`src/design/dwcg_pkg.sv`:
```
// ----------------------------------------------------------------------------
// Display window command generator package
// Shared constants, codes, job descriptor type and small helper functions.
// ----------------------------------------------------------------------------
package dwcg_pkg;

  localparam int MAX_SIDE    = 1024;
  localparam int SIDE_W      = $clog2(MAX_SIDE + 1);
  localparam int COORD_W     = $clog2(MAX_SIDE);
  localparam int AREA_W      = 21;
  localparam int WORD_W      = 16;
  localparam int POS_W       = 16;
  localparam int EXT_W       = POS_W + 2;
  localparam int STEP_W      = 3;

  localparam int QUEUE_DEPTH = 4;
  localparam int QCOUNT_W    = $clog2(QUEUE_DEPTH + 1);
  localparam int QPTR_W      = $clog2(QUEUE_DEPTH);
  localparam int PEND_W      = QCOUNT_W + 1;

  localparam int CFG_INDEX_W = 3;
  localparam int CFG_DATA_W  = 11;

  localparam logic [CFG_INDEX_W-1:0] REG_ORIENTATION      = 3'd0;
  localparam logic [CFG_INDEX_W-1:0] REG_COLOR_ORDER_BGR  = 3'd1;
  localparam logic [CFG_INDEX_W-1:0] REG_NATIVE_WIDTH     = 3'd2;
  localparam logic [CFG_INDEX_W-1:0] REG_NATIVE_HEIGHT    = 3'd3;
  localparam logic [CFG_INDEX_W-1:0] REG_READBACK_PRESENT = 3'd4;

  localparam logic [1:0] OP_WRITE_PIXEL = 2'd0;
  localparam logic [1:0] OP_READ_PIXEL  = 2'd1;
  localparam logic [1:0] OP_SET_WINDOW  = 2'd2;
  localparam logic [1:0] OP_ORIENT      = 2'd3;

  localparam logic [2:0] KIND_CMD    = 3'd0;
  localparam logic [2:0] KIND_BYTE   = 3'd1;
  localparam logic [2:0] KIND_WORD   = 3'd2;
  localparam logic [2:0] KIND_READ   = 3'd3;
  localparam logic [2:0] KIND_STATUS = 3'd4;

  localparam logic [7:0] CMD_COLUMN   = 8'h2A;
  localparam logic [7:0] CMD_ROW      = 8'h2B;
  localparam logic [7:0] CMD_MEMWRITE = 8'h2C;
  localparam logic [7:0] CMD_ACCESS   = 8'h36;

  typedef enum logic [4:0] {
    JOB_STATUS = 5'b00001,
    JOB_ORIENT = 5'b00010,
    JOB_WINDOW = 5'b00100,
    JOB_WRITE  = 5'b01000,
    JOB_READ   = 5'b10000
  } job_kind_t;

  typedef logic [COORD_W-1:0] coord_t;

  typedef struct packed {
    job_kind_t          kind;
    coord_t             x0;
    coord_t             x1;
    coord_t             y0;
    coord_t             y1;
    logic [WORD_W-1:0]  data;
    logic [AREA_W-1:0]  area;
  } job_desc_t;

  typedef struct packed {
    logic my;
    logic mx;
    logic mv;
  } orient_bits_t;

  function automatic orient_bits_t orient_decode(input logic [2:0] code);
    orient_bits_t b;
    case (code)
      3'd0:    b = '{my: 1'b1, mx: 1'b0, mv: 1'b0};
      3'd1:    b = '{my: 1'b1, mx: 1'b1, mv: 1'b1};
      3'd2:    b = '{my: 1'b0, mx: 1'b1, mv: 1'b0};
      3'd3:    b = '{my: 1'b0, mx: 1'b0, mv: 1'b1};
      3'd4:    b = '{my: 1'b1, mx: 1'b1, mv: 1'b0};
      3'd5:    b = '{my: 1'b1, mx: 1'b0, mv: 1'b1};
      3'd6:    b = '{my: 1'b0, mx: 1'b0, mv: 1'b0};
      default: b = '{my: 1'b0, mx: 1'b1, mv: 1'b1};
    endcase
    return b;
  endfunction

  // Panel sizes of zero count as one, and sizes above the limit are capped.
  function automatic logic [SIDE_W-1:0] clamp_side(input logic [CFG_DATA_W-1:0] v);
    if (v == '0) begin
      return SIDE_W'(1);
    end else if (32'(v) > 32'(MAX_SIDE)) begin
      return SIDE_W'(MAX_SIDE);
    end else begin
      return SIDE_W'(v);
    end
  endfunction

  function automatic coord_t clamp_coord(input logic signed [EXT_W-1:0] v,
                                         input coord_t hi);
    if (v[EXT_W-1]) begin
      return '0;
    end else if (v > $signed({{(EXT_W-COORD_W){1'b0}}, hi})) begin
      return hi;
    end else begin
      return v[COORD_W-1:0];
    end
  endfunction

endpackage

```
`src/design/display_window_command_generator.sv`:
```
// ----------------------------------------------------------------------------
// Display window command generator
// Turns pixel, window and orientation requests into the command and data word
// stream of a serial TFT controller.
// ----------------------------------------------------------------------------
// A request is taken when start is high and busy is low. Each request yields
// one word per clock cycle on strobe: one status word for a rejected pixel,
// three for an orientation request, seven for a window and eight for a pixel
// write or read, as set by the word sequencer. On its way out a request
// passes the bounds/clamp register, which loads at the accepting edge, then
// the area multiply, which writes the job queue, and then the output
// register, which loads its first word once the jobs ahead of it have gone
// out. A four-entry job queue lets requests arrive back to back
// while earlier words still go out; busy rises only when the queue and the
// front stage together hold four jobs. Words cannot be held off: each is valid
// for exactly the one cycle that strobe is high. Configuration writes take
// effect at once and must be made only while no request is in progress.
// ----------------------------------------------------------------------------
module display_window_command_generator (
  input  logic                                  clk,
  input  logic                                  rst,
  input  logic                                  start,
  output logic                                  busy,
  input  logic [1:0]                            operation,
  input  logic signed [dwcg_pkg::POS_W-1:0]     pos_x,
  input  logic signed [dwcg_pkg::POS_W-1:0]     pos_y,
  input  logic [dwcg_pkg::WORD_W-1:0]           win_width,
  input  logic [dwcg_pkg::WORD_W-1:0]           win_height,
  input  logic [dwcg_pkg::WORD_W-1:0]           pixel_color,
  input  logic                                  cfg_write,
  input  logic [dwcg_pkg::CFG_INDEX_W-1:0]      cfg_index,
  input  logic [dwcg_pkg::CFG_DATA_W-1:0]       cfg_data,
  output logic                                  strobe,
  output logic [2:0]                            word_kind,
  output logic [dwcg_pkg::WORD_W-1:0]           word_value,
  output logic                                  on_screen,
  output logic [dwcg_pkg::AREA_W-1:0]           clipped_area,
  output logic                                  last_word
);

  logic                          push;
  dwcg_pkg::job_desc_t           push_desc;
  logic                          pop;
  dwcg_pkg::job_desc_t           head;
  logic [dwcg_pkg::QCOUNT_W-1:0] queue_count;

  dwcg_front u_front (
    .clk         (clk),
    .rst         (rst),
    .start       (start),
    .busy        (busy),
    .operation   (operation),
    .pos_x       (pos_x),
    .pos_y       (pos_y),
    .win_width   (win_width),
    .win_height  (win_height),
    .pixel_color (pixel_color),
    .cfg_write   (cfg_write),
    .cfg_index   (cfg_index),
    .cfg_data    (cfg_data),
    .push        (push),
    .push_desc   (push_desc),
    .queue_count (queue_count)
  );

  dwcg_queue u_queue (
    .clk       (clk),
    .rst       (rst),
    .push      (push),
    .push_desc (push_desc),
    .pop       (pop),
    .head      (head),
    .count     (queue_count)
  );

  dwcg_back u_back (
    .clk          (clk),
    .rst          (rst),
    .head         (head),
    .queue_count  (queue_count),
    .pop          (pop),
    .strobe       (strobe),
    .word_kind    (word_kind),
    .word_value   (word_value),
    .on_screen    (on_screen),
    .clipped_area (clipped_area),
    .last_word    (last_word)
  );

endmodule

```
`src/design/dwcg_queue.sv`:
```
// ----------------------------------------------------------------------------
// Job queue
// Short first-in first-out buffer of job descriptors between front and back.
// ----------------------------------------------------------------------------
module dwcg_queue (
  input  logic                          clk,
  input  logic                          rst,
  input  logic                          push,
  input  dwcg_pkg::job_desc_t           push_desc,
  input  logic                          pop,
  output dwcg_pkg::job_desc_t           head,
  output logic [dwcg_pkg::QCOUNT_W-1:0] count
);

  dwcg_pkg::job_desc_t               entries [dwcg_pkg::QUEUE_DEPTH];
  logic [dwcg_pkg::QPTR_W-1:0]       wr_ptr;
  logic [dwcg_pkg::QPTR_W-1:0]       rd_ptr;

  function automatic logic [dwcg_pkg::QPTR_W-1:0] ptr_inc(
      input logic [dwcg_pkg::QPTR_W-1:0] p);
    if (p == dwcg_pkg::QPTR_W'(dwcg_pkg::QUEUE_DEPTH - 1)) begin
      return '0;
    end else begin
      return p + dwcg_pkg::QPTR_W'(1);
    end
  endfunction

  always_ff @(posedge clk) begin
    if (push) begin
      entries[wr_ptr] <= push_desc;
    end
  end

  always_ff @(posedge clk) begin
    if (rst) begin
      wr_ptr <= '0;
      rd_ptr <= '0;
      count  <= '0;
    end else begin
      if (push) begin
        wr_ptr <= ptr_inc(wr_ptr);
      end
      if (pop) begin
        rd_ptr <= ptr_inc(rd_ptr);
      end
      if (push && !pop) begin
        count <= count + dwcg_pkg::QCOUNT_W'(1);
      end else if (pop && !push) begin
        count <= count - dwcg_pkg::QCOUNT_W'(1);
      end
    end
  end

  assign head = entries[rd_ptr];

  a_no_overflow: assert property (@(posedge clk) disable iff (rst)
    (push && !pop) |-> (count != dwcg_pkg::QCOUNT_W'(dwcg_pkg::QUEUE_DEPTH)))
    else $error("job queue written while full");

  a_no_underflow: assert property (@(posedge clk) disable iff (rst)
    pop |-> (count != '0))
    else $error("job queue read while empty");

endmodule

```
`src/design/dwcg_front.sv`:
```
// ----------------------------------------------------------------------------
// Request front end
// Holds the configuration registers, accepts requests, checks bounds, clamps
// window ends and computes the clipped area before queueing a job.
// ----------------------------------------------------------------------------
module dwcg_front (
  input  logic                                  clk,
  input  logic                                  rst,
  input  logic                                  start,
  output logic                                  busy,
  input  logic [1:0]                            operation,
  input  logic signed [dwcg_pkg::POS_W-1:0]     pos_x,
  input  logic signed [dwcg_pkg::POS_W-1:0]     pos_y,
  input  logic [dwcg_pkg::WORD_W-1:0]           win_width,
  input  logic [dwcg_pkg::WORD_W-1:0]           win_height,
  input  logic [dwcg_pkg::WORD_W-1:0]           pixel_color,
  input  logic                                  cfg_write,
  input  logic [dwcg_pkg::CFG_INDEX_W-1:0]      cfg_index,
  input  logic [dwcg_pkg::CFG_DATA_W-1:0]       cfg_data,
  output logic                                  push,
  output dwcg_pkg::job_desc_t                   push_desc,
  input  logic [dwcg_pkg::QCOUNT_W-1:0]         queue_count
);

  logic [2:0]                       orientation;
  logic                             color_order_bgr;
  logic [dwcg_pkg::CFG_DATA_W-1:0]  native_width;
  logic [dwcg_pkg::CFG_DATA_W-1:0]  native_height;
  logic                             readback_present;

  dwcg_pkg::orient_bits_t           ob;
  logic [dwcg_pkg::SIDE_W-1:0]      nw;
  logic [dwcg_pkg::SIDE_W-1:0]      nh;
  logic [dwcg_pkg::SIDE_W-1:0]      sw;
  logic [dwcg_pkg::SIDE_W-1:0]      sh;
  logic [dwcg_pkg::SIDE_W-1:0]      sw_dec;
  logic [dwcg_pkg::SIDE_W-1:0]      sh_dec;
  dwcg_pkg::coord_t                 sw_max;
  dwcg_pkg::coord_t                 sh_max;
  logic signed [dwcg_pkg::EXT_W-1:0] x_start;
  logic signed [dwcg_pkg::EXT_W-1:0] y_start;
  logic signed [dwcg_pkg::EXT_W-1:0] x_end;
  logic signed [dwcg_pkg::EXT_W-1:0] y_end;
  logic                             x_in;
  logic                             y_in;
  logic                             on_panel;
  logic                             accept;
  logic [dwcg_pkg::PEND_W-1:0]      pending;
  dwcg_pkg::job_desc_t              s1_next;

  logic                             s1_valid;
  dwcg_pkg::job_desc_t              s1_desc;

  logic [dwcg_pkg::SIDE_W-1:0]      x_span;
  logic [dwcg_pkg::SIDE_W-1:0]      y_span;
  logic [2*dwcg_pkg::SIDE_W-1:0]    product;

  always_ff @(posedge clk) begin
    if (rst) begin
      orientation      <= 3'd0;
      color_order_bgr  <= 1'b1;
      native_width     <= dwcg_pkg::CFG_DATA_W'(240);
      native_height    <= dwcg_pkg::CFG_DATA_W'(320);
      readback_present <= 1'b1;
    end else if (cfg_write) begin
      case (cfg_index)
        dwcg_pkg::REG_ORIENTATION:      orientation      <= cfg_data[2:0];
        dwcg_pkg::REG_COLOR_ORDER_BGR:  color_order_bgr  <= cfg_data[0];
        dwcg_pkg::REG_NATIVE_WIDTH:     native_width     <= cfg_data;
        dwcg_pkg::REG_NATIVE_HEIGHT:    native_height    <= cfg_data;
        dwcg_pkg::REG_READBACK_PRESENT: readback_present <= cfg_data[0];
        default: ;
      endcase
    end
  end

  // Space in the queue is reserved at acceptance, so the job in the middle
  // register can always be pushed on the following edge.
  assign pending = {1'b0, queue_count} + {{dwcg_pkg::QCOUNT_W{1'b0}}, s1_valid};
  assign busy    = pending >= dwcg_pkg::PEND_W'(dwcg_pkg::QUEUE_DEPTH);
  assign accept  = start && !busy;

  assign ob     = dwcg_pkg::orient_decode(orientation);
  assign nw     = dwcg_pkg::clamp_side(native_width);
  assign nh     = dwcg_pkg::clamp_side(native_height);
  assign sw     = ob.mv ? nh : nw;
  assign sh     = ob.mv ? nw : nh;
  assign sw_dec = sw - dwcg_pkg::SIDE_W'(1);
  assign sh_dec = sh - dwcg_pkg::SIDE_W'(1);
  assign sw_max = sw_dec[dwcg_pkg::COORD_W-1:0];
  assign sh_max = sh_dec[dwcg_pkg::COORD_W-1:0];

  assign x_start = {{2{pos_x[dwcg_pkg::POS_W-1]}}, pos_x};
  assign y_start = {{2{pos_y[dwcg_pkg::POS_W-1]}}, pos_y};
  assign x_end   = x_start + $signed({2'b00, win_width}) - dwcg_pkg::EXT_W'(1);
  assign y_end   = y_start + $signed({2'b00, win_height}) - dwcg_pkg::EXT_W'(1);

  assign x_in     = !pos_x[dwcg_pkg::POS_W-1] &&
                    (32'(pos_x[dwcg_pkg::POS_W-2:0]) < 32'(sw));
  assign y_in     = !pos_y[dwcg_pkg::POS_W-1] &&
                    (32'(pos_y[dwcg_pkg::POS_W-2:0]) < 32'(sh));
  assign on_panel = x_in && y_in &&
                    !(operation == dwcg_pkg::OP_READ_PIXEL && !readback_present);

  always_comb begin
    s1_next      = '0;
    s1_next.kind = dwcg_pkg::JOB_STATUS;
    case (operation)
      dwcg_pkg::OP_ORIENT: begin
        s1_next.kind = dwcg_pkg::JOB_ORIENT;
        s1_next.data = dwcg_pkg::WORD_W'({ob.my, ob.mx, ob.mv, 1'b0,
                                          color_order_bgr, 3'b000});
      end
      dwcg_pkg::OP_SET_WINDOW: begin
        s1_next.kind = dwcg_pkg::JOB_WINDOW;
        s1_next.x0   = dwcg_pkg::clamp_coord(x_start, sw_max);
        s1_next.x1   = dwcg_pkg::clamp_coord(x_end, sw_max);
        s1_next.y0   = dwcg_pkg::clamp_coord(y_start, sh_max);
        s1_next.y1   = dwcg_pkg::clamp_coord(y_end, sh_max);
      end
      default: begin
        if (on_panel) begin
          s1_next.kind = (operation == dwcg_pkg::OP_READ_PIXEL) ?
                         dwcg_pkg::JOB_READ : dwcg_pkg::JOB_WRITE;
          s1_next.x0   = pos_x[dwcg_pkg::COORD_W-1:0];
          s1_next.x1   = sw_max;
          s1_next.y0   = pos_y[dwcg_pkg::COORD_W-1:0];
          s1_next.y1   = sh_max;
          s1_next.data = pixel_color;
        end
      end
    endcase
  end

  always_ff @(posedge clk) begin
    if (rst) begin
      s1_valid <= 1'b0;
    end else begin
      s1_valid <= accept;
    end
  end

  always_ff @(posedge clk) begin
    if (accept) begin
      s1_desc <= s1_next;
    end
  end

  // A clamped end sits at most one below its start, so each span is 0..MAX_SIDE.
  assign x_span  = dwcg_pkg::SIDE_W'(s1_desc.x1) - dwcg_pkg::SIDE_W'(s1_desc.x0) +
                   dwcg_pkg::SIDE_W'(1);
  assign y_span  = dwcg_pkg::SIDE_W'(s1_desc.y1) - dwcg_pkg::SIDE_W'(s1_desc.y0) +
                   dwcg_pkg::SIDE_W'(1);
  assign product = x_span * y_span;

  always_comb begin
    push_desc      = s1_desc;
    push_desc.area = (s1_desc.kind == dwcg_pkg::JOB_WINDOW) ?
                     dwcg_pkg::AREA_W'(product) : '0;
  end

  assign push = s1_valid;

  a_reserved_space: assert property (@(posedge clk) disable iff (rst)
    s1_valid |-> (queue_count != dwcg_pkg::QCOUNT_W'(dwcg_pkg::QUEUE_DEPTH)))
    else $error("job ready for the queue without reserved space");

endmodule

```
`src/design/dwcg_back.sv`:
```
// ----------------------------------------------------------------------------
// Word sequencer
// Takes jobs from the queue and emits their command, data and status words,
// one word per clock cycle.
// ----------------------------------------------------------------------------
module dwcg_back (
  input  logic                          clk,
  input  logic                          rst,
  input  dwcg_pkg::job_desc_t           head,
  input  logic [dwcg_pkg::QCOUNT_W-1:0] queue_count,
  output logic                          pop,
  output logic                          strobe,
  output logic [2:0]                    word_kind,
  output logic [dwcg_pkg::WORD_W-1:0]   word_value,
  output logic                          on_screen,
  output logic [dwcg_pkg::AREA_W-1:0]   clipped_area,
  output logic                          last_word
);

  logic [dwcg_pkg::STEP_W-1:0] step;
  logic [dwcg_pkg::STEP_W-1:0] last_step;
  logic                        have_job;
  logic                        at_last;
  logic [2:0]                  kind_next;
  logic [dwcg_pkg::WORD_W-1:0] value_next;

  assign have_job = queue_count != '0;

  always_comb begin
    case (head.kind)
      dwcg_pkg::JOB_STATUS: last_step = dwcg_pkg::STEP_W'(0);
      dwcg_pkg::JOB_ORIENT: last_step = dwcg_pkg::STEP_W'(2);
      dwcg_pkg::JOB_WINDOW: last_step = dwcg_pkg::STEP_W'(6);
      default:              last_step = dwcg_pkg::STEP_W'(7);
    endcase
  end

  assign at_last = step == last_step;
  assign pop     = have_job && at_last;

  always_comb begin
    kind_next  = dwcg_pkg::KIND_CMD;
    value_next = '0;
    case (head.kind)
      dwcg_pkg::JOB_STATUS: begin
        kind_next = dwcg_pkg::KIND_STATUS;
      end
      dwcg_pkg::JOB_ORIENT: begin
        case (step)
          dwcg_pkg::STEP_W'(0): value_next = dwcg_pkg::WORD_W'(dwcg_pkg::CMD_ACCESS);
          dwcg_pkg::STEP_W'(1): begin
            kind_next  = dwcg_pkg::KIND_BYTE;
            value_next = head.data;
          end
          default: value_next = dwcg_pkg::WORD_W'(dwcg_pkg::CMD_MEMWRITE);
        endcase
      end
      default: begin
        case (step)
          dwcg_pkg::STEP_W'(0): value_next = dwcg_pkg::WORD_W'(dwcg_pkg::CMD_COLUMN);
          dwcg_pkg::STEP_W'(1): begin
            kind_next  = dwcg_pkg::KIND_WORD;
            value_next = dwcg_pkg::WORD_W'(head.x0);
          end
          dwcg_pkg::STEP_W'(2): begin
            kind_next  = dwcg_pkg::KIND_WORD;
            value_next = dwcg_pkg::WORD_W'(head.x1);
          end
          dwcg_pkg::STEP_W'(3): value_next = dwcg_pkg::WORD_W'(dwcg_pkg::CMD_ROW);
          dwcg_pkg::STEP_W'(4): begin
            kind_next  = dwcg_pkg::KIND_WORD;
            value_next = dwcg_pkg::WORD_W'(head.y0);
          end
          dwcg_pkg::STEP_W'(5): begin
            kind_next  = dwcg_pkg::KIND_WORD;
            value_next = dwcg_pkg::WORD_W'(head.y1);
          end
          dwcg_pkg::STEP_W'(6): value_next = dwcg_pkg::WORD_W'(dwcg_pkg::CMD_MEMWRITE);
          default: begin
            if (head.kind == dwcg_pkg::JOB_READ) begin
              kind_next = dwcg_pkg::KIND_READ;
            end else begin
              kind_next  = dwcg_pkg::KIND_WORD;
              value_next = head.data;
            end
          end
        endcase
      end
    endcase
  end

  always_ff @(posedge clk) begin
    if (rst) begin
      step   <= '0;
      strobe <= 1'b0;
    end else begin
      strobe <= have_job;
      if (have_job) begin
        step <= at_last ? '0 : step + dwcg_pkg::STEP_W'(1);
      end
    end
  end

  always_ff @(posedge clk) begin
    if (have_job) begin
      word_kind    <= kind_next;
      word_value   <= value_next;
      on_screen    <= head.kind != dwcg_pkg::JOB_STATUS;
      clipped_area <= head.area;
      last_word    <= at_last;
    end
  end

  a_pop_marks_last: assert property (@(posedge clk) disable iff (rst)
    pop |=> (strobe && last_word))
    else $error("job retired without a final word");

  a_status_alone: assert property (@(posedge clk) disable iff (rst)
    (strobe && word_kind == dwcg_pkg::KIND_STATUS) |-> (last_word && !on_screen))
    else $error("status word not a lone rejection");

endmodule

```
`config.mk`:
```
export PLATFORM = sky130hd
export DESIGN_NAME = display_window_command_generator
export DESIGN_NICKNAME = d
export VERILOG_FILES = /design/src/design/dwcg_pkg.sv /design/src/design/display_window_command_generator.sv /design/src/design/dwcg_queue.sv /design/src/design/dwcg_front.sv /design/src/design/dwcg_back.sv
export SDC_FILE = /design/constraint.sdc
export NUM_CORES = 1
export LEC_CHECK = 0
export BUFFER_PORTS_ARGS = -buffer_cell sky130_fd_sc_hd__buf_2
export CORE_ASPECT_RATIO = 0.7
export CORE_MARGIN = 4
export CORE_UTILIZATION = 41
export DETAILED_ROUTE_END_ITERATION = 16
export PLACE_DENSITY_LB_ADDON = 0.2
export SYNTH_ARGS = -nofsm -noshare
export SYNTH_HDL_FRONTEND = slang
export SYNTH_SLANG_ARGS = --single-unit
export TNS_END_PERCENT = 30
```
`constraint.sdc`:
```
create_clock -name clk -period 10.03 [get_ports clk]
set_input_delay 0.5015 -clock clk [delete_from_list [all_inputs] [get_ports clk]]
set_output_delay 0.5015 -clock clk [all_outputs]
set_load 0.02 [all_outputs]
```
; ---- After elaboration in Yosys (flattened, before gate mapping)
; Memory sizes are Yosys's and may differ from the RTL's. A register that Yosys moved wholly into a read port is not among the register bits.
; Index checks and enable logic that the tools add are counted.
[totals]
reg_bits = 142
ramBits = 328
inputBits = 100
out_inout_bits = 44
word_cells = 146
n_memories = 1
[mem_list]
columns = memory, depth, width, read_ports, rd_ports_with_merged_regs, wr, line
row1 = u_queue.entries, 4, 82, 1, 1, 1, dwcg_queue.sv:15  ; dwcg_pkg::job_desc_t entries [dwcg_pkg::QUEUE_DEPTH];
[op_classes]
n_addsub = 16
mul = 1
n_lt_le_gt_ge = 9
eq_ne = 28
n_mux = 39
reduce_logical = 30
[ops]
columns = cell, count
row1 = $pmux 16 s7, 1
row2 = $pmux 16 s2, 3
row3 = $mux 10, 8
row4 = $pmux 40 s2, 1
row5 = $mux 11, 6
row6 = $mux 61, 1
row7 = $add 16x17->18, 2
row8 = $gt 18x11->1, 2
row9 = $sub 18x2->18 const B, 2
row10 = $gt 16x11->1, 2
row11 = $lt 15x11->1, 2
row12 = $add 11x1->11 const B, 2
row13 = $gt 11x11->1 const B, 2
row14 = $logic_not 11->1, 2
row15 = $sub 10x10->11, 2
row16 = $eq 3x3->1 const B, 7
row17 = $mul 11x11->21, 1
row18 = $mux 21, 1
row19 = $pmux 3 s7, 1
row20 = $sub 10x1->10 const B, 2
row21 = $eq 3x2->1 const B, 6
row22 = $mux 16, 1
row23 = $pmux 3 s2, 2
row24 = $eq 5x3->1 const B, 2
row25 = 27 further kinds, 62

; ---- Depth between registers and ports, before layout
; Gate-level depths: netlist of run 1.
[logic_depth]
ltp_word = 10
mapped_depth = 33
mapped_depth_nobuf = 33

; ---- Modules after synthesis
; A second synthesis of run 1 with hierarchy kept.
[unflattened]
cells_unflattened = 2256
hier_area_um2 = 28089.4
[by_module_without_submodules]
columns = module, n_inst, cells_each, area_per_inst_um2, seq_area_each_um2
row1 = dwcg_front, 1, 1600, 13435.4, 2392.3
row2 = dwcg_queue, 1, 471, 12345.6, 10029.6
row3 = dwcg_back, 1, 185, 2308.5, 1341.3

; ---- Worst setup path before layout of run 1
; No wires, ideal clock.
[synth_timing]
kind = flip-flop to flip-flop
startpoint = reg u_front.s1_desc, in the netlist u_front.push_desc[38]
endpoint = mem u_queue.entries[0][20] (netlist name) (data pin)
setup_time_ns = 0.167
t_arrival_ns = 7.404
required_time_ns = 9.863
setup_slack_ns = 2.459
path_stages_with_launch = 32
n_path_buf = 1
period_less_slack_ns = 7.571
cell_sequence = edfxtp_1 > inv_1 > ha_1 > inv_1 > ha_1 > inv_1 > fa_1 > nor2b_1 > o21ai_0 > a21boi_0 > o21ai_0 > a21boi_0 > o21ai_0 > nor3b_1 > clkbuf_1 > or3b_2 > fa_1 > fa_1 > inv_1 > fa_1 > fa_1 > inv_1 > fa_1 > inv_1 > ha_1 > o2111a_1 > o31ai_1 > a211oi_1 > nor3_1 > o31ai_1 > xnor3_1 > nor2_1
[synth_rtl]
columns = item, line
row1 = from (decl), dwcg_front.sv:52  ; dwcg_pkg::job_desc_t s1_desc;
row2 = from (signal assigned), dwcg_front.sv:145  ; s1_desc <= s1_next;
row3 = to (decl), dwcg_queue.sv:15

==> results of run 1 <==
[state kept, by name, summed over array words and instances, names as in the netlist, named ones only]
signal / count
u_queue.entries: 328
u_queue.rd_ptr: 2
u_front.readback_present: 1
u_front.native_width: 11
u_back.word_value: 16
u_back.last_word: 1
u_front.color_order_bgr: 1
u_front.push_desc: 61
u_front.orientation: 3
u_front.push: 1
u_back.on_screen: 1
u_back.clipped_area: 21
u_queue.wr_ptr: 2
u_front.native_height: 11
u_queue.count: 3
u_back.step: 3
u_back.strobe: 1
u_back.word_kind: 3
[placed cells by master, fill, tap and decap left out, drive strengths merged, types with 13 or more instances in the layout]
master / count
nor3: 49
clkbuf: 58
o21a: 20
a22o: 13
xor2: 32
xnor2: 34
nor2b: 26
nand3: 56
mux2i: 14
and2: 61
nand2b: 19
a31oi: 31
nor2: 120
mux4: 82
buf: 164
edfxtp: 431
inv: 346
o21ai: 75
clkinv: 21
fa: 86
o22ai: 18
ha: 232
a21oi: 98
nand2: 169
dfxtp: 41
a211oi: 21
a21o: 17
o211ai: 13
nor3b: 26
[metal layers]
| layer | vias to the layer above | track usage |
|---|---|---|
| met5 | - | 0 |
| met4 | 0 | 0.0354 |
| met3 | 60 | 0.0411 |
| met2 | 527 | 0.295 |
| met1 | 9186 | 0.291 |
| li1 | 8759 | - |
[worst paths after layout]
kind                            slack, ns                                    to  depth (start not counted)
worst min-delay path                 0.15  u_front.native_width[7]$_SDFFE_PP1P_                          3
worst max register to register       1.57      u_queue.entries[2][20]$_DFFE_PP_                         31
worst min register to register       0.48  u_front.native_width[0]$_SDFFE_PP0P_                          2
worst max-delay path                 1.57      u_queue.entries[2][20]$_DFFE_PP_                         31
[layout make-up]
type,count,area share
flip-flops and latches,472,0.438
multi-input cells,1465,0.407
inverters,345,0.0412
clock buffers,58,0.0388
well taps,902,0.0359
repair buffers,164,0.0278
clock inverters,30,0.0112
[kinds of logic after synthesis]
| group | Yosys count |
|---|---|
| compound gates | 385 |
| xor+xnor | 67 |
| fa+ha+maj | 318 |
| buf+inv | 428 |
| flops | 472 |
| mux | 96 |
| simple gates | 599 |
[worst max-delay path: cells and delay by family (launching register included)]
family / cells / cell delay, ns
XOR/XNOR: 1 / 0.45
flip-flops: 1 / 0.44
AND/OR/NAND/NOR: 5 / 1.09
buffers and inverters: 7 / 0.53
adder cells (fa/ha/maj): 9 / 3.75
AO/OA/AOI/OAI: 9 / 2.01
[metrics by stage]
step                      hold slack (ns)  cells  utilization  area, µm²
final                               0.149   3436        0.461      31400
after CTS                           0.112   3436        0.461      31400
after global placement              0.468   3348        0.438      29800
after detailed placement            0.469   3348        0.438      29800
after global routing                0.146   3436        0.461      31400
after floorplan                     0.449   2365            -      28100
==> summary.txt, run 1 <==
Timing
  • Max Clock Skew: 0.0380 ns
  • Fmax: 118 MHz
  • Post-Route Setup TNS: 0 ns
  • Fin. max-slew vios: 0
  • Setup WS post-layout: 1.57 ns
  • Final setup vio count: 0
  • Crit share post-route: 0.844
  • Hold Violations, Final: 0
  • RSZ-0062 raised after global routing: false
  • Relative slew margins: 0.251
  • Worst Tran Pin Value: 1.12 ns
  • Min cycle time layout: 8.46 ns

Detailed routing
  • WL/cell: 20.5 µm
  • Initial DRC count: 1519
  • TritonRoute pass-1 iters: 7
  • Max Used Layer: met4
  • Routed wl met3: 5.02 mm
  • Via count: 18532
  • Met1 Wirelength: 34.1 mm
  • Drt total wl: 70.6 mm
  • Routed vias/inst: 5.39
  • Routed Antenna Nets: 0
  • DRC Markers: 0
  • Met2 wire length: 30.5 mm

Synth
  • Syn Inst Count: 2365
  • Post-synth EDFFs: 431
  • Syn Area/Cell: 11.9 µm²
  • Post-synth top flop: edfxtp_1
  • Post-synthesis mux area share: 0.0706
  • Post-Synth Adder-Cell Area: 0.164
  • Synth Area in Simple Gates: 0.107
  • Post-synthesis xor/xnor area fraction: 0.0214
  • Compound-cell area share of the yosys netlist: 0.0902
  • Seq/Total Area, Yosys: 0.489
  • Most frequent cell after synthesis: edfxtp_1
  • Async SR Flop Fraction: 0
  • Synth top area share: 0.460
  • Post-synthesis cell type count: 75
  • Top post-synthesis cells by count: edfxtp_1 (431), inv_1 (343), ha_1 (232)
  • Yosys warning count: 0
  • Mapped Nets: 2783
  • Ranking of synthesized cells by area: edfxtp_1 (46%), ha_1 (10%), mux4_2 (6.6%)
  • Synth Cell Area: 28100 µm²
  • Yosys top cell by area: edfxtp_1
  • Main combinational cell family by area after synthesis: adder cells
  • Synthesized flop and latch total: 472

Place
  • Final HPWL DP: 51.6 mm
  • Dpl ws: 1.61 ns
  • I/O Buffers: 143
  • GPL Wtd Cong: 0.882

Global route
  • Initial antenna violation count: 3
  • First-pass GRT wire length: 109 mm
  • GR Overflow Total: 0
  • Tot GR Track Use: 0.194
  • Vias in the first global route: 18309
  • Largest net degree at the start of global routing: 63

Worst setup path
  • CP Max Fanout: 11
  • CP required: 10.44 ns
  • CP arrival: 8.87 ns
  • Crit path launch: u_front.push_desc[38]$_DFFE_PP_
  • WS Path Type: reg2reg
  • Crit. End Element: flop
  • CP max stage delay: 0.55 ns
  • Critical path's slowest cell: fa_1
  • Worst r2r src: u_front.push_desc[38]$_DFFE_PP_
  • CP Launch Type: flop

Cells and area
  • Fillers: 6193
  • Area of the multi-input gates: 12800 µm²
  • P&R area growth vs syn: 11.6%
  • # diodes: 0
  • Layout net count: 2913
  • Share of cells above drive strength 1: 0.139
  • Register Area: 13800 µm²

Flow run
  • Total of max-cap violations: 0

Clock network
  • Clock buffer depth: 3
  • CTS hold repair buffers: 0
  • Post CTS Setup Buffer Count: 0
  • Num Clock Sinks: 472
  • TritonCTS clock tree: yes
  • CTS root buf: clkbuf_16
  • H-tree depth: 2
  • Number of CTS-inserted buffers: 47
  • Clk Latency, worst-skew pair: 0.61 ns
  • Clock-pin slew on the worst setup and hold paths: 0.07 ns
  • # resized after CTS: 0

Floorplanning
  • Die width: 321 µm
  • Die height: 227 µm
  • CORE AREA: 68100 µm²
  • Die area: 72900 µm²
  • FP Rows: 80
  • Starting Density: 0.413
  • Ports: 144

Min path
  • HP Start: cfg_data[7]
  • Hold Path Class: in2reg

Outcome
  • Run status: complete, no violations
Power of run 1 is left out: the tool's default activity adds up to more than one toggle a clock period on the data nets, which glitch-free logic cannot reach.
==> run 2, diff against run 1 <==
--- a/config.mk
+++ b/config.mk
@@ -5,6 +5,7 @@
 export SDC_FILE = /design/constraint.sdc
 export NUM_CORES = 1
 export LEC_CHECK = 0
+export ABC_AREA = 1
 export BUFFER_PORTS_ARGS = -buffer_cell sky130_fd_sc_hd__buf_2
 export CORE_ASPECT_RATIO = 0.7
 export CORE_MARGIN = 4
==> constraint.sdc (replaced) <==
create_clock -name clk -period 7.7 [get_ports clk]
set_input_delay 0.385 -clock clk [delete_from_list [all_inputs] [get_ports clk]]
set_output_delay 0.385 -clock clk [all_outputs]
set_load 0.02 [all_outputs]
==> run 2 against run 1 <==
  * Critical path depth grew 1
  * Largest cell class unchanged
  * Global-route usage grew 0.90 points
  * Die area grew 2.8%
  * Critical endpoint is now u_queue.entries[1][20]$_DFFE_PP_
  * Critical path type unchanged
  * Utilization shrank 0.085 points
  * Sequential share of layout area shrank 1.1 points
  * First-iteration DRC count grew 18%
  * Non-clock buffer count grew 7
  * Synthesized area grew 2.9%
  * Maximum frequency grew 17%
  * Final cell count grew 22%
==> summary.txt, run 2 <==
Place
  • Final HPWL DP: 56.7 mm (+9.7%)
  • I/O Buffers: 143 (unchanged)
  • GPL Wtd Cong: 0.896 (+1.6%)

Floorplanning
  • Die area: 75000 µm² (+2.8%)
  • Die height: 230 µm (+1.4%)
  • FP Rows: 81 (+1.3%)
  • Ports: 144 (unchanged)
  • Starting Density: 0.414 (+0.000720)
  • CORE AREA: 69900 µm² (+2.7%)
  • Die width: 326 µm (+1.4%)

Worst setup path
  • WS Path Type: reg2reg
  • Buf/Inv on CP: 7 (unchanged)
  • Reg2Reg Depth: 32 (+3.2%)
  • Crit path launch: u_front.push_desc[48]$_DFFE_PP_
  • Critical path's slowest cell: fa_1
  • Worst r2r src: u_front.push_desc[48]$_DFFE_PP_
  • Worst Setup EP: u_queue.entries[1][20]$_DFFE_PP_
  • CP Max Fanout: 8 (-3)
  • CP max stage delay: 0.54 ns (about the same)
  • CP arrival: 7.65 ns (-1.22 ns)
  • Crit path depth: 32 (+3.2%)
  • Worst r2r dst: u_queue.entries[1][20]$_DFFE_PP_
  • CP required: 8.10 ns (-2.34 ns)
  • R2R Setup Slk: 0.46 ns (-1.11 ns)
  • Crit. End Element: flop
  • CP Launch Type: flop
  • CP delay by family, top: adder cells

Clock network
  • Clock-pin slew on the worst setup and hold paths: 0.07 ns (about the same)
  • Number of CTS-inserted buffers: 45 (-4.3%)
  • Clock buffer depth: 3 (unchanged)
  • TritonCTS clock tree: yes
  • Num Clock Sinks: 472 (unchanged)
  • H-tree depth: 2 (unchanged)
  • CTS root buf: clkbuf_16
  • Clk Latency, worst-skew pair: 0.61 ns (about the same)

Flow run
  • Total of max-cap violations: 0 (unchanged)

Synth
  • Post-synth top flop: edfxtp_1
  • Synth Cell Area: 28900 µm² (+2.9%)
  • Post-synthesis cell type count: 70 (-6.7%)
  • Mapped Nets: 3527 (+27%)
  • Synth top area share: 0.447 (-0.0130)
  • Async SR Flop Fraction: 0 (unchanged)
  • Seq/Total Area, Yosys: 0.475 (-0.0139)
  • Yosys top cell by area: edfxtp_1
  • Ranking of synthesized cells by area: edfxtp_1 (45%), ha_1 (10%), nand2_1 (7.3%)
  • Top post-synthesis cells by count: nand2_1 (562), inv_1 (511), edfxtp_1 (431)
  • Post-synth EDFFs: 431 (unchanged)
  • Syn Area/Cell: 9.31 µm² (-22%)
  • Yosys warning count: 0 (unchanged)
  • Synthesized flop and latch total: 472 (unchanged)
  • Most frequent cell after synthesis: nand2_1
  • Syn Inst Count: 3109 (+31%)

Timing
  • Max Clock Skew: 0.0261 ns (-0.0119 ns)
  • Post-Route Setup TNS: 0 ns (unchanged)
  • Worst Tran Pin Value: 1.09 ns (-0.0252 ns)
  • Fin. max-slew vios: 0 (unchanged)
  • Crit share post-route: 0.941 (+0.0971)
  • Final setup vio count: 0 (unchanged)
  • Hold Violations, Final: 0 (unchanged)
  • Min cycle time layout: 7.24 ns (-1.22 ns)
  • Fmax: 138 MHz (+17%)
  • RSZ-0062 raised after global routing: false
  • Relative slew margins: 0.268 (+0.0166)

Cells and area
  • Most flop-heavy register: u_queue.entries
  • Share of cells above drive strength 1: 0.0965 (-0.0428)
  • P&R area growth vs syn: 11.3%
  • Most frequent cells in the layout: nand2_1 (562), inv_1 (505), edfxtp_1 (431)
  • Commonest non-fill, non-tap cell in the layout: nand2_1
  • Layout net count: 3670 (+26%)
  • Max reg flops: 328 (unchanged)

Detailed routing
  • WL/cell: 18.4 µm (-11%)
  • TritonRoute pass-1 iters: 6 (-1)
  • Drt total wl: 77.1 mm (+9.2%)
  • Routed Antenna Nets: 0 (unchanged)
  • Routed vias/inst: 5.16 (-4.3%)
  • Initial DRC count: 1789 (+18%)
  • Via count: 21669 (+17%)
  • DRC Markers: 0 (unchanged)

Global route
  • Tot GR Track Use: 0.203 (+0.00901)
  • Largest net degree at the start of global routing: 87 (+38%)
  • Initial antenna violation count: 2 (-1)
  • Vias in the first global route: 20115 (+9.9%)
  • GR Overflow Total: 0 (unchanged)
  • First-pass GRT wire length: 119 mm (+9.0%)

Min path
  • Hold Path Class: in2reg

Outcome
  • Run status: complete, no violations
-- run 2: cell families after synthesis --
family,synth area share
and+or+nand+nor,0.166
buffers and inverters,0.0805
DFF,0.475
xor gates and xnor gates,0.0159
adders and majority gates,0.160
AOI/OAI and AO/OA,0.102
-- run 2: layer usage --
| layer | global-route usage | share of wire | wire length (µm) | vias to the layer above |
|---|---|---|---|---|
| li1 | - | - | - | 10660 |
| met1 | 0.317 | 0.50 | 38300 | 10269 |
| met2 | 0.284 | 0.40 | 31000 | 677 |
| met3 | 0.0535 | 0.089 | 6880 | 61 |
| met4 | 0.0320 | 0.012 | 911 | 2 |
| met5 | 0 | 0.000091 | 7 | - |
-- run 2: final cells by class --
cell class	instances	area, µm²
fill	6781	37700
multi-input combinational	2033	12900
clock inverter	30	344
clock buffer	51	1150
tap	913	1140
sequential	472	13800
timing repair buffer	171	936
antenna	1	2.50
inverter	529	2000
-- run 2: timing repair --
| item | in CTS | in global routing |
|---|---|---|
| setup buffers | 0 | 2 |
| endpoints found under the setup margin | 0 | 8 |
| endpoints found under the hold margin | 6 | 0 |
| hold buffers | 4 | 0 |
| gates resized for setup | 0 | 1 |
-- run 2: worst register-to-register path: cells and delay by family, from the launching register on --
family	cells	cell delay, ns
compound gates	6	1.01
xor+xnor	1	0.15
fa+ha+maj	9	3.83
buf+inv	7	0.56
flops	1	0.46
simple gates	9	1.01
-- run 2: per-stage QoR --
stage	instance area (µm²)	hold WS, ns	utilization	setup WS (ns)	instances
global placement	30700	0.487	0.438	0.589	4112
detailed placement	30700	0.490	0.438	0.445	4112
finish	32200	0.0379	0.461	0.457	4200
floorplan	28900	0.436	-	1.18	3109
CTS	32200	0.00436	0.460	0.413	4197
global route	32200	0.0253	0.461	0.00986	4199
-- run 2: worst min-delay path by stage --
| stage | startpoint | to | slack, ns | depth (start not counted) |
|---|---|---|---|---|
| 2_1_floorplan | u_front.color_order_bgr$_SDFFE_PP1P_ | u_front.color_order_bgr$_SDFFE_PP1P_ | 0.44 | 2 |
| 3_3_place_gp | u_front.orientation[2]$_SDFFE_PP0P_ | u_front.orientation[2]$_SDFFE_PP0P_ | 0.49 | 2 |
| 3_5_place_dp | u_queue.count[2]$_SDFFE_PP0P_ | u_queue.count[2]$_SDFFE_PP0P_ | 0.49 | 2 |
| 4_1_cts | cfg_data[8] | u_front.native_height[8]$_SDFFE_PP1P_ | 0.004 | 3 |
| 5_1_grt | cfg_data[8] | u_front.native_height[8]$_SDFFE_PP1P_ | 0.03 | 3 |
| 6_report | cfg_data[8] | u_front.native_height[8]$_SDFFE_PP1P_ | 0.04 | 3 |
Power of run 2 is left out for the same reason.
